**src/hdl/rau_pkg.sv**
```systemverilog
// ----------------------------------------------------------------------------
// Rational arithmetic unit package
// Shared item types, operation and status codes, and the control structs
// that join the controller and the datapath.
// ----------------------------------------------------------------------------
`timescale 1ns / 1ps
`default_nettype none

package rau_pkg;

  // Operation kinds.
  localparam logic [2:0] KIND_ADD = 3'd0;
  localparam logic [2:0] KIND_SUB = 3'd1;
  localparam logic [2:0] KIND_MUL = 3'd2;
  localparam logic [2:0] KIND_DIV = 3'd3;
  localparam logic [2:0] KIND_CMP = 3'd4;
  localparam logic [2:0] KIND_NEG = 3'd5;
  localparam logic [2:0] KIND_ABS = 3'd6;

  // Result status codes.
  localparam logic [1:0] ST_OK  = 2'd0;
  localparam logic [1:0] ST_DBZ = 2'd1;
  localparam logic [1:0] ST_OVF = 2'd2;

  // Result modes decided before the reduction.
  localparam logic [1:0] MODE_PLAIN = 2'd0;
  localparam logic [1:0] MODE_CMP   = 2'd1;
  localparam logic [1:0] MODE_FRAC  = 2'd2;

  // Input item.
  typedef struct packed {
    logic [2:0]         kind;
    logic signed [31:0] a_num;
    logic [30:0]        a_den;
    logic signed [31:0] b_num;
    logic [30:0]        b_den;
  } in_t;

  // Result item.
  typedef struct packed {
    logic signed [31:0] res_num;
    logic [30:0]        res_den;
    logic               is_less;
    logic               is_equal;
    logic               is_greater;
    logic [1:0]         status;
  } out_t;

  // Commands from the controller to the datapath.
  typedef struct packed {
    logic       load_in;
    logic       mul_en;
    logic [1:0] mul_sel;
    logic       prep;
    logic       absval;
    logic       gcd_step;
    logic       div_init;
    logic       div_step;
    logic       load_out;
  } cmd_t;

  // Status from the datapath to the controller.
  typedef struct packed {
    logic early;
    logic gcd_done;
  } stat_t;

endpackage

`default_nettype wire

```
**src/hdl/rau_ctrl.sv**
```systemverilog
// ----------------------------------------------------------------------------
// Rational arithmetic unit controller
// Sequences the products, the binary GCD loop and the two quotient dividers,
// and owns both handshakes.
// ----------------------------------------------------------------------------
`timescale 1ns / 1ps
`default_nettype none

module rau_ctrl
  import rau_pkg::*;
(
  input  wire logic  clk_i,
  input  wire logic  rst_ni,
  input  wire logic  in_valid_i,
  output logic       in_ready_o,
  output logic       out_valid_o,
  input  wire logic  out_ready_i,
  input  wire stat_t stat_i,
  output cmd_t       cmd_o
);

  localparam logic [2:0] S_IDLE  = 3'd0;
  localparam logic [2:0] S_MUL   = 3'd1;
  localparam logic [2:0] S_PREP  = 3'd2;
  localparam logic [2:0] S_ABS   = 3'd3;
  localparam logic [2:0] S_CHECK = 3'd4;
  localparam logic [2:0] S_GCD   = 3'd5;
  localparam logic [2:0] S_DIV   = 3'd6;
  localparam logic [2:0] S_FIN   = 3'd7;

  logic [2:0] state_q, state_d;
  logic [5:0] cnt_q, cnt_d;
  logic       ovld_q, ovld_d;

  assign in_ready_o  = (state_q == S_IDLE);
  assign out_valid_o = ovld_q;

  // Next state and command decode.
  always_comb begin
    state_d = state_q;
    cnt_d   = cnt_q;
    ovld_d  = ovld_q;
    cmd_o   = '0;
    if (ovld_q && out_ready_i) begin
      ovld_d = 1'b0;
    end
    case (state_q)
      S_IDLE: begin
        if (in_valid_i) begin
          cmd_o.load_in = 1'b1;
          cnt_d         = '0;
          state_d       = S_MUL;
        end
      end
      S_MUL: begin
        cmd_o.mul_en  = 1'b1;
        cmd_o.mul_sel = cnt_q[1:0];
        cnt_d         = cnt_q + 6'd1;
        if (cnt_q == 6'd2) begin
          state_d = S_PREP;
        end
      end
      S_PREP: begin
        cmd_o.prep = 1'b1;
        state_d    = S_ABS;
      end
      S_ABS: begin
        cmd_o.absval = 1'b1;
        state_d      = S_CHECK;
      end
      S_CHECK: begin
        state_d = stat_i.early ? S_FIN : S_GCD;
      end
      S_GCD: begin
        if (stat_i.gcd_done) begin
          cmd_o.div_init = 1'b1;
          cnt_d          = '0;
          state_d        = S_DIV;
        end else begin
          cmd_o.gcd_step = 1'b1;
        end
      end
      S_DIV: begin
        cmd_o.div_step = 1'b1;
        cnt_d          = cnt_q + 6'd1;
        if (cnt_q == 6'd63) begin
          state_d = S_FIN;
        end
      end
      S_FIN: begin
        if (!ovld_q || out_ready_i) begin
          cmd_o.load_out = 1'b1;
          ovld_d         = 1'b1;
          state_d        = S_IDLE;
        end
      end
      default: begin
        state_d = S_IDLE;
      end
    endcase
  end

  // Control registers.
  always_ff @(posedge clk_i or negedge rst_ni) begin
    if (!rst_ni) begin
      state_q <= S_IDLE;
      cnt_q   <= '0;
      ovld_q  <= 1'b0;
    end else begin
      state_q <= state_d;
      cnt_q   <= cnt_d;
      ovld_q  <= ovld_d;
    end
  end

endmodule

`default_nettype wire

```
**config.mk**
```make
export PLATFORM = sky130hd
export DESIGN_NAME = rau_ctrl
export DESIGN_NICKNAME = d
export VERILOG_FILES = /design/src/hdl/rau_pkg.sv /design/src/hdl/rau_ctrl.sv
export SDC_FILE = /design/constraint.sdc
export NUM_CORES = 1
export LEC_CHECK = 0
export BUFFER_PORTS_ARGS = -buffer_cell sky130_fd_sc_hd__buf_2
export CAP_MARGIN = 0
export CORE_MARGIN = 3
export CORE_UTILIZATION = 39
export DETAILED_ROUTE_END_ITERATION = 10
export SLEW_MARGIN = 20
export SYNTH_ARGS = -nofsm -noshare
export SYNTH_HDL_FRONTEND = slang
export SYNTH_SLANG_ARGS = --single-unit
export TNS_END_PERCENT = 10
```
**constraint.sdc**
```tcl
create_clock -name clk_i -period 1.3 [get_ports clk_i]
set_input_delay 0.065 -clock clk_i [delete_from_list [all_inputs] [get_ports clk_i]]
set_output_delay 0.065 -clock clk_i [all_outputs]
set_load 0.005 [all_outputs]
```
* Word-level counts from Yosys, hierarchy flattened
Index checks and enable logic that the tools add are counted.
Storage, ports and cells: register bits after elaboration 10, output and inout port bits 12, word-level logic and storage cells 50
Cells by class: $add $sub $neg 1, equality and inequality tests 14, mux-type cells 24, reductions and logical operators 8
Operator list (count):
- one-hot mux 3 bit (8 select lines) | 1
- two-way mux 3 bit | 6
- one-hot mux 6 bit (3 select lines) | 1
- == test 3 bit (second input constant) | 4
- two-way mux 1 bit | 12
- two-way mux 6 bit | 2
- != test 2 bit (second input constant) | 5
- adder 6 x 1 -> 6 bit (second input constant) | 1
- == test 3 x 2 -> 1 bit (second input constant) | 2
- == test 6 x 2 -> 1 bit (second input constant) | 1
- == test 6 bit (second input constant) | 1
- AND reduction 5 bit | 1
- two-way mux 2 bit | 2
- == test 3 x 1 -> 1 bit (second input constant) | 1
- zero test 3 bit | 1
- AND reduction 3 bit | 1
- nonzero test 3 bit | 1
- OR reduction 2 bit | 1
- logical AND 1 bit | 1
- zero test 1 bit | 1
- logical OR 1 bit | 1

* Logic depth before layout (Yosys ltp)
Gate-level depths: netlist of the first run.
depth after elaboration 4, mapped depth 5

* Worst setup path after synthesis of the first run
No wires, ideal clock.
path kind flip-flop to flip-flop, start point register state_q[1], end point register cnt_q[5], arrival time 1.289 ns, required time 1.176 ns, slack -0.113 ns, stages on the path, launching flop included 6, buffers on the path 1, clock period less this slack 1.413 ns, cells stage by stage dfrtp_1 and3b_1 clkbuf_2 or2_4 and3_1 a211o_1
Between the ends: cells in the longest elaborated chain, start to end 4, elaborated cells between the ends (all ways) 10, those cells by class eq/ne: 5; mux: 1; reduce/logical: 4
RTL lines:
- from (decl) | RTL line rau_ctrl.sv:31 | logic [2:0] state_q, state_d;
- from (signal assigned) | RTL line rau_ctrl.sv:110 | state_q <= state_d;
- == test 3 bit or == test 3 x 1 -> 1 bit (tied branches) | RTL line rau_ctrl.sv:47 | case (state_q)
- OR reduction 2 bit (no source line)
- nonzero test 3 bit (no source line)
- AND reduction 3 bit (no source line)
- to (signal assigned) | RTL line rau_ctrl.sv:111 | cnt_q <= cnt_d;
- to (decl) | RTL line rau_ctrl.sv:32 | logic [5:0] cnt_q, cnt_d;
Several ways; a longest one is shown, not always the timed one. A chain may end at the register's enable or synchronous reset.

* Final worst setup path of the first run
start point register state_q[2], end point register cnt_q[5]
The elaborated chain is that of the path after synthesis.

==> summary.md, run 1 <==
| Metric | Value |
|---|---|
| Outcome | complete, but fails checks |
| Vias | 665 |
| Core area | 0.001541 mm2 |
| Residual DRC | 0 |
| Worst r2r src | state_q[2] |
| Commonest non-fill, non-tap cell in the layout | buf_2 |
| Max Clk Rate | 710.6 MHz |
| Int Pwr | 1.514 mW |
| First-pass GRT wire length | 2856 um |
| Net Sw Power | 1.085 mW |
| Leak Pwr | 0.5141 nW |
| Antenna-violating nets left | 0 |
| Combinational Power Share | 0.671 |
| GRT busiest layer | met2 |
| Proportion of power drawn by flip-flops and latches | 0.221 |
| Post-Synthesis Cells | 73 |
| Worst-path fanout max | 5 |
| Clock Sinks | 10 |
| Unrepaired setup endpoints after global routing | true |
| Initial antenna violation count | 0 |
| Largest net degree at the start of global routing | 12 |
| CP startpoint kind | flip-flop |
| Global route overflow | 0 |
| Endpoints failing setup | 13 |
| Max-slew violations | 0 |
| Synthesized area per cell | 8.861 um2 |
| Die Area | 0.002183 mm2 |
| Peak supply drop | 0.001482 V |
| CP Class | flip-flop to flip-flop |
| Detailed Route WL | 1773 um |
| Met2 usage | 0.2940 |
| Core Util, Final | 0.6599 |
| Initial DRT Pass Iterations | 4 |
| Skew final | 0.008359 ns |
| Layout Nets | 117 |
| IO Pins | 18 |
| GR Util met1 | 0.2471 |
| Hold Crit Start | out_ready_i |
| Clk slew on worst S/H paths | 0.07 ns |
| Relative slew margins | 0.8306 |
| H-tree depth | 1 |
| FF-to-FF setup slack | -0.11 ns |
| Terminus of the critical flop-to-flop path | cnt_q[5] |
| Worst Hold End | out_valid_o |
| Placer congestion estimate | 0.8229 |
| Clock group share of total power | 0.108 |
| Clk buf depth | 2 |
| Total track usage | 0.1864 |
| Measured slew at the worst slew-check pin | 0.2520 ns |
| Design area | 0.001017 mm2 |
| Setup TNS | -0.6623 ns |
| Die H | 46.73 um |
| DRT iter0 DRCs | 8 |
| Register area share after synthesis | 0.3868 |
| Routed len/inst | 14.30 um |
| Syn nets | 81 |
| Hold Vio Cnt, Final | 0 |
| Worst min path class | input port to flip-flop |
| Clock Root Buffer | clkbuf_4 |
| Cell Area, Placed | 845.8 um2 |
| Tot Pwr | 2.599 mW |
| Port Buf Inserts | 17 |
| Flops & latches, synth | 10 |
| Chip Width | 46.73 um |
| Global-route met3 utilization | 0.05078 |
| Final worst setup slack | -0.1072 ns |
| Final period util | 1.082 |
| Final min period | 1.407 ns |
| Antenna Cells | 0 |
| Max-cap violations | 0 |
| Failing checks | setup timing |
| Critical Path RT | 1.46 ns |
| TritonCTS buffer count | 3 |
| Most frequent cells in the layout | buf_2 (17), buf_4 (13), dfrtp_1 (9) |
| Yosys cell types | 34 |
| Clk Latency, worst-skew pair | 0.27 ns |
| Synth warn | 0 |
| Final HPWL DP | 1251 um |
| Mapped cell area | 646.9 um2 |
| Site Rows | 14 |
| CTS tree | yes |
| R2R depth | 4 |
| Via density | 5.363 |
| Vias in the first global route | 674 |
| Initial Util | 0.4196 |
| Area Overhead vs Synth | 57.25% |
| Worst Hold Path Cells | 3 |
| Worst setup EP type | flip-flop |
| Pwr Density | 2555 mW/mm2 |
| Sw Share | 0.4175 |
| Crit path DAT | 1.56 ns |
| Layout cells sized above 1 | 0.5556 |
==> cells in the mapped netlist, drive strengths merged <==
cell	number	area, um2
a22oi	1	7.510
nand2	4	15.01
and3	2	12.51
a22o	1	8.760
a221oi	1	8.760
o2bb2ai	1	8.760
nand3	4	20.02
a211o	1	8.760
a21oi	8	40.04
dfrtp	10	250.2
clkbuf	2	8.750
nor3	3	15.01
and4b	1	10.01
o21a	2	15.01
nor3b	3	27.52
nor4	1	6.260
nor2	4	15.01
a211oi	1	7.510
nand2b	1	6.260
a21o	1	7.510
a31oi	1	6.260
and3b	1	8.760
nor2b	3	18.77
or2	2	15.02
buf	2	10.01
and2	4	25.02
xnor2	2	17.52
ha	2	25.02
o22ai	1	6.260
inv	2	7.510
o21bai	1	7.510
==> critical path, cell delays in order, from the launching register on <==
cell     delay, ns
dfrtp_1       0.42
and3b_2       0.26
or2_4         0.23
and3_1        0.16
a211o_1       0.22
==> logic make-up (layout without fill, tap and decap cells) <==
kind of cell	count (synthesis)	in the layout	synth area share
buffers and inverters	6	41	0.04061
AOI/OAI and AO/OA	20	20	0.2051
DFF	10	10	0.3868
xor gates and xnor gates	2	2	0.02708
adders and majority gates	2	2	0.03868
and+or+nand+nor	33	33	0.3017
==> area by class of cell <==
| class | count | area [um2] |
|---|---|---|
| clock buffer | 4 | 36.28 |
| fill | 130 | 524.3 |
| inverter | 2 | 7.507 |
| multi-input combinational | 57 | 460.4 |
| sequential | 10 | 251.5 |
| tap | 16 | 20.02 |
| timing repair buffer | 35 | 241.5 |
==> worst max path at each step <==
stage	slack (ns)	from	end	cells after the start
floorplan	-0.11	state_q[1]	cnt_q[5]	5
global route	-0.16	state_q[2]	cnt_q[5]	5
finish	-0.11	state_q[2]	cnt_q[5]	4
CTS	-0.07	state_q[2]	cnt_q[5]	4
global placement	-0.04	state_q[2]	cnt_q[5]	5
detailed placement	-0.06	state_q[2]	cnt_q[5]	5
==> state kept, by name (all words and copies together), names as in the netlist <==
signal / flops
out_valid_o: 1
cnt_q: 6
state_q: 3
==> per-stage QoR <==
stage          worst slack (ns)  std cells  hold WS (ns)
6_report                -0.1072        124        0.1179
5_1_grt                 -0.1555        124        0.1584
4_1_cts                -0.06893        124        0.1105
3_5_place_dp           -0.05897        117      -0.05755
3_3_place_gp           -0.04406        117      -0.06100
2_1_floorplan           -0.1129         73       -0.2306
==> what timing repair did <==
action,4_1_cts,5_1_grt
resized for setup,8,18
endpoints found under the setup margin,14,18
setup buffers,2,0
hold buffers,1,0
endpoints found under the hold margin,10,0
pin swaps,5,4
==> power groups by stage <==
stage	clock network (mW)	logic (mW)	registers [mW]
floorplan	0	0.759	0.562
finish	0.281	1.74	0.574
global placement	0	1.34	0.550
detailed placement	0	1.34	0.556
global route	0.300	1.91	0.600
CTS	0.289	1.50	0.553
==> per-layer routing <==
layer  wire length (um)  up-vias
li1                   -      334
met1                802      316
met2                888       15
met3                 83        0
met4                  0        0
met5                  0        -
No activity file was read; power rests on OpenSTA's default activity.
==> run 2, diff against run 1 <==
- CTS_BUF_LIST: not set -> sky130_fd_sc_hd__clkbuf_16
- SKIP_CTS_REPAIR_TIMING: not set -> 1
==> run 2 against run 1 <==
The flow still finishes with violations (setup timing). Via count increased by 3.2%. First-iteration DRC count rose by 63%. Sequential cell count is the same. Utilization down 0.32 points. Sequential share of layout area about the same. Highest routed layer is now met4.
==> summary.md, run 2 (synthesized netlist as in run 1, its figures left out) <==
| Metric | Value |
|---|---|
| Via density | 5.623 (was 5.363) |
| Clk Latency, worst-skew pair | 0.24 ns (was 0.27 ns) |
| Antenna-violating nets left | 0 (unchanged) |
| H-tree depth | 1 (unchanged) |
| Max-slew violations | 0 (unchanged) |
| Max-cap violations | 0 (unchanged) |
| Core area | 0.001541 mm2 (unchanged) |
| Worst setup EP type | flip-flop (unchanged) |
| Die Area | 0.002183 mm2 (unchanged) |
| Cell Area, Placed | 845.8 um2 (unchanged) |
| CTS tree | yes (unchanged) |
| Crit path DAT | 1.55 ns (was 1.56 ns) |
| Final period util | 1.099 (was 1.082) |
| Critical Path RT | 1.42 ns (was 1.46 ns) |
| Port Buf Inserts | 17 (unchanged) |
| Clock Sinks | 10 (unchanged) |
| Clk slew on worst S/H paths | 0.04 ns (was 0.07 ns) |
| Tot Pwr | 2.753 mW (was 2.599 mW) |
| R2R depth | 4 (unchanged) |
| Clk buf depth | 2 (unchanged) |
| Hold Vio Cnt, Final | 0 (unchanged) |
| Final min period | 1.429 ns (was 1.407 ns) |
| TritonCTS buffer count | 3 (unchanged) |
| Layout cells sized above 1 | 0.4811 (was 0.5556) |
| Unrepaired setup endpoints after global routing | true (unchanged) |
| Pwr Density | 2720 mW/mm2 (was 2555 mW/mm2) |
| Site Rows | 14 (unchanged) |
| Vias in the first global route | 643 (was 674) |
| Worst-path fanout max | 5 (unchanged) |
| Worst min path class | input port to flip-flop (unchanged) |
| Design area | 0.001012 mm2 (was 0.001017 mm2) |
| Max Clk Rate | 699.7 MHz (was 710.6 MHz) |
| Measured slew at the worst slew-check pin | 0.2521 ns (was 0.2520 ns) |
| Leak Pwr | 0.5124 nW (was 0.5141 nW) |
| Routed len/inst | 15.07 um (was 14.30 um) |
| Total track usage | 0.1825 (was 0.1864) |
| Chip Width | 46.73 um (unchanged) |
| Dpl ws | -0.05897 ns (unchanged) |
| Largest net degree at the start of global routing | 12 (unchanged) |
| Outcome | complete, but fails checks (unchanged) |
| Skew final | 0.001426 ns (was 0.008359 ns) |
| Max reg flops | 6 (unchanged) |
| Fin cells | 122 (was 124) |
| Area Overhead vs Synth | 56.48% (was 57.25%) |
| Worst Hold Path Cells | 3 (unchanged) |
| Global route overflow | 0 (unchanged) |
| Antenna Cells | 0 (unchanged) |
| Detailed Route WL | 1839 um (was 1773 um) |
| Commonest non-fill, non-tap cell in the layout | buf_2 (unchanged) |
| First-pass GRT wire length | 2753 um (was 2856 um) |
| Peak supply drop | 0.001598 V (was 0.001482 V) |
| Initial antenna violation count | 0 (unchanged) |
| DRT iter0 DRCs | 13 (was 8) |
| Placer congestion estimate | 0.8229 (unchanged) |
| FF-to-FF setup slack | -0.13 ns (was -0.11 ns) |
| IO Pins | 18 (unchanged) |
| Final worst setup slack | -0.1291 ns (was -0.1072 ns) |
| Initial Util | 0.4196 (unchanged) |
| Endpoints failing setup | 15 (was 13) |
| CP Class | flip-flop to flip-flop (unchanged) |
| Most frequent cells in the layout | buf_2 (17), buf_4 (13), dfrtp_1 (10) (was buf_2 (17), buf_4 (13), dfrtp_1 (9)) |
| # placed instances | 117 (unchanged) |
| Relative slew margins | 0.8305 (was 0.8306) |
| Failing checks | setup timing (unchanged) |
| Residual DRC | 0 (unchanged) |
| Clock Root Buffer | clkbuf_16 (was clkbuf_4) |
| Die H | 46.73 um (unchanged) |
| Final HPWL DP | 1251 um (unchanged) |
| CP startpoint kind | flip-flop (unchanged) |
| Top reg by flops | cnt_q (unchanged) |
| Vias | 686 (was 665) |
| Initial DRT Pass Iterations | 4 (unchanged) |
| Layout Nets | 115 (was 117) |
run 2: cell count changes in the layout (fill, tap and decap cells not counted), moves of 2 or more:
cell,previous run,this run
clkbuf_16,0,3
clkbuf_4,3,0
nor2b_1,1,3
nor2b_2,2,0
run 2: area by class of cell:
| class | instances | area, um2 |
|---|---|---|
| Clock buffer | 3 | 75.07 |
| Multi-Input combinational cell | 57 | 440.4 |
| Tap cell | 16 | 20.02 |
| Fill cell | 138 | 529.3 |
| Timing Repair Buffer | 33 | 215.2 |
| Clock inverter | 1 | 3.754 |
| Sequential cell | 10 | 250.2 |
| Inverter | 2 | 7.507 |
run 2: per-layer routing:
metal  global-route usage  share of wire  vias to the layer above
met5                    0              0                        -
met1               0.2400           0.45                      325
li1                     -              -                      333
met2               0.2610           0.48                       23
met4              0.08840          0.014                        0
met3              0.07031          0.055                        5
run 2: power by group:
group          total (mW)  leakage, nW  internal, mW  switching, mW
Sequential          0.580        0.125         0.445          0.136
Clock               0.553       0.0385         0.404          0.149
Combinational        1.62        0.349         0.813          0.807
run 2: path summary, 6_finish.rpt:
check | startpoint | end
worst max register to register | state_q[0] | cnt_q[5]
worst min-delay path | out_ready_i | out_valid_o
worst max-delay path | state_q[0] | cnt_q[5]
worst min register to register | out_valid_o | out_valid_o
min in group asynchronous | rst_ni | cnt_q[4]
max in group asynchronous | rst_ni | state_q[2]
run 2: metrics by stage:
stage          TNS [ns]  hold slack [ns]    util
6_report        -0.8593           0.1334  0.6567
5_1_grt          -1.946           0.1971  0.6567
4_1_cts         -0.5630          -0.3088  0.5998
3_5_place_dp    -0.1416         -0.05755  0.5487
3_3_place_gp    -0.1174         -0.06100  0.5487
2_1_floorplan   -0.1129          -0.2306       -
run 2: worst max-delay path, stage by stage (launching register included):
cell	delay [ns]
dfrtp_1	0.42
and3b_2	0.27
or2_4	0.24
and3_1	0.16
a211o_1	0.22
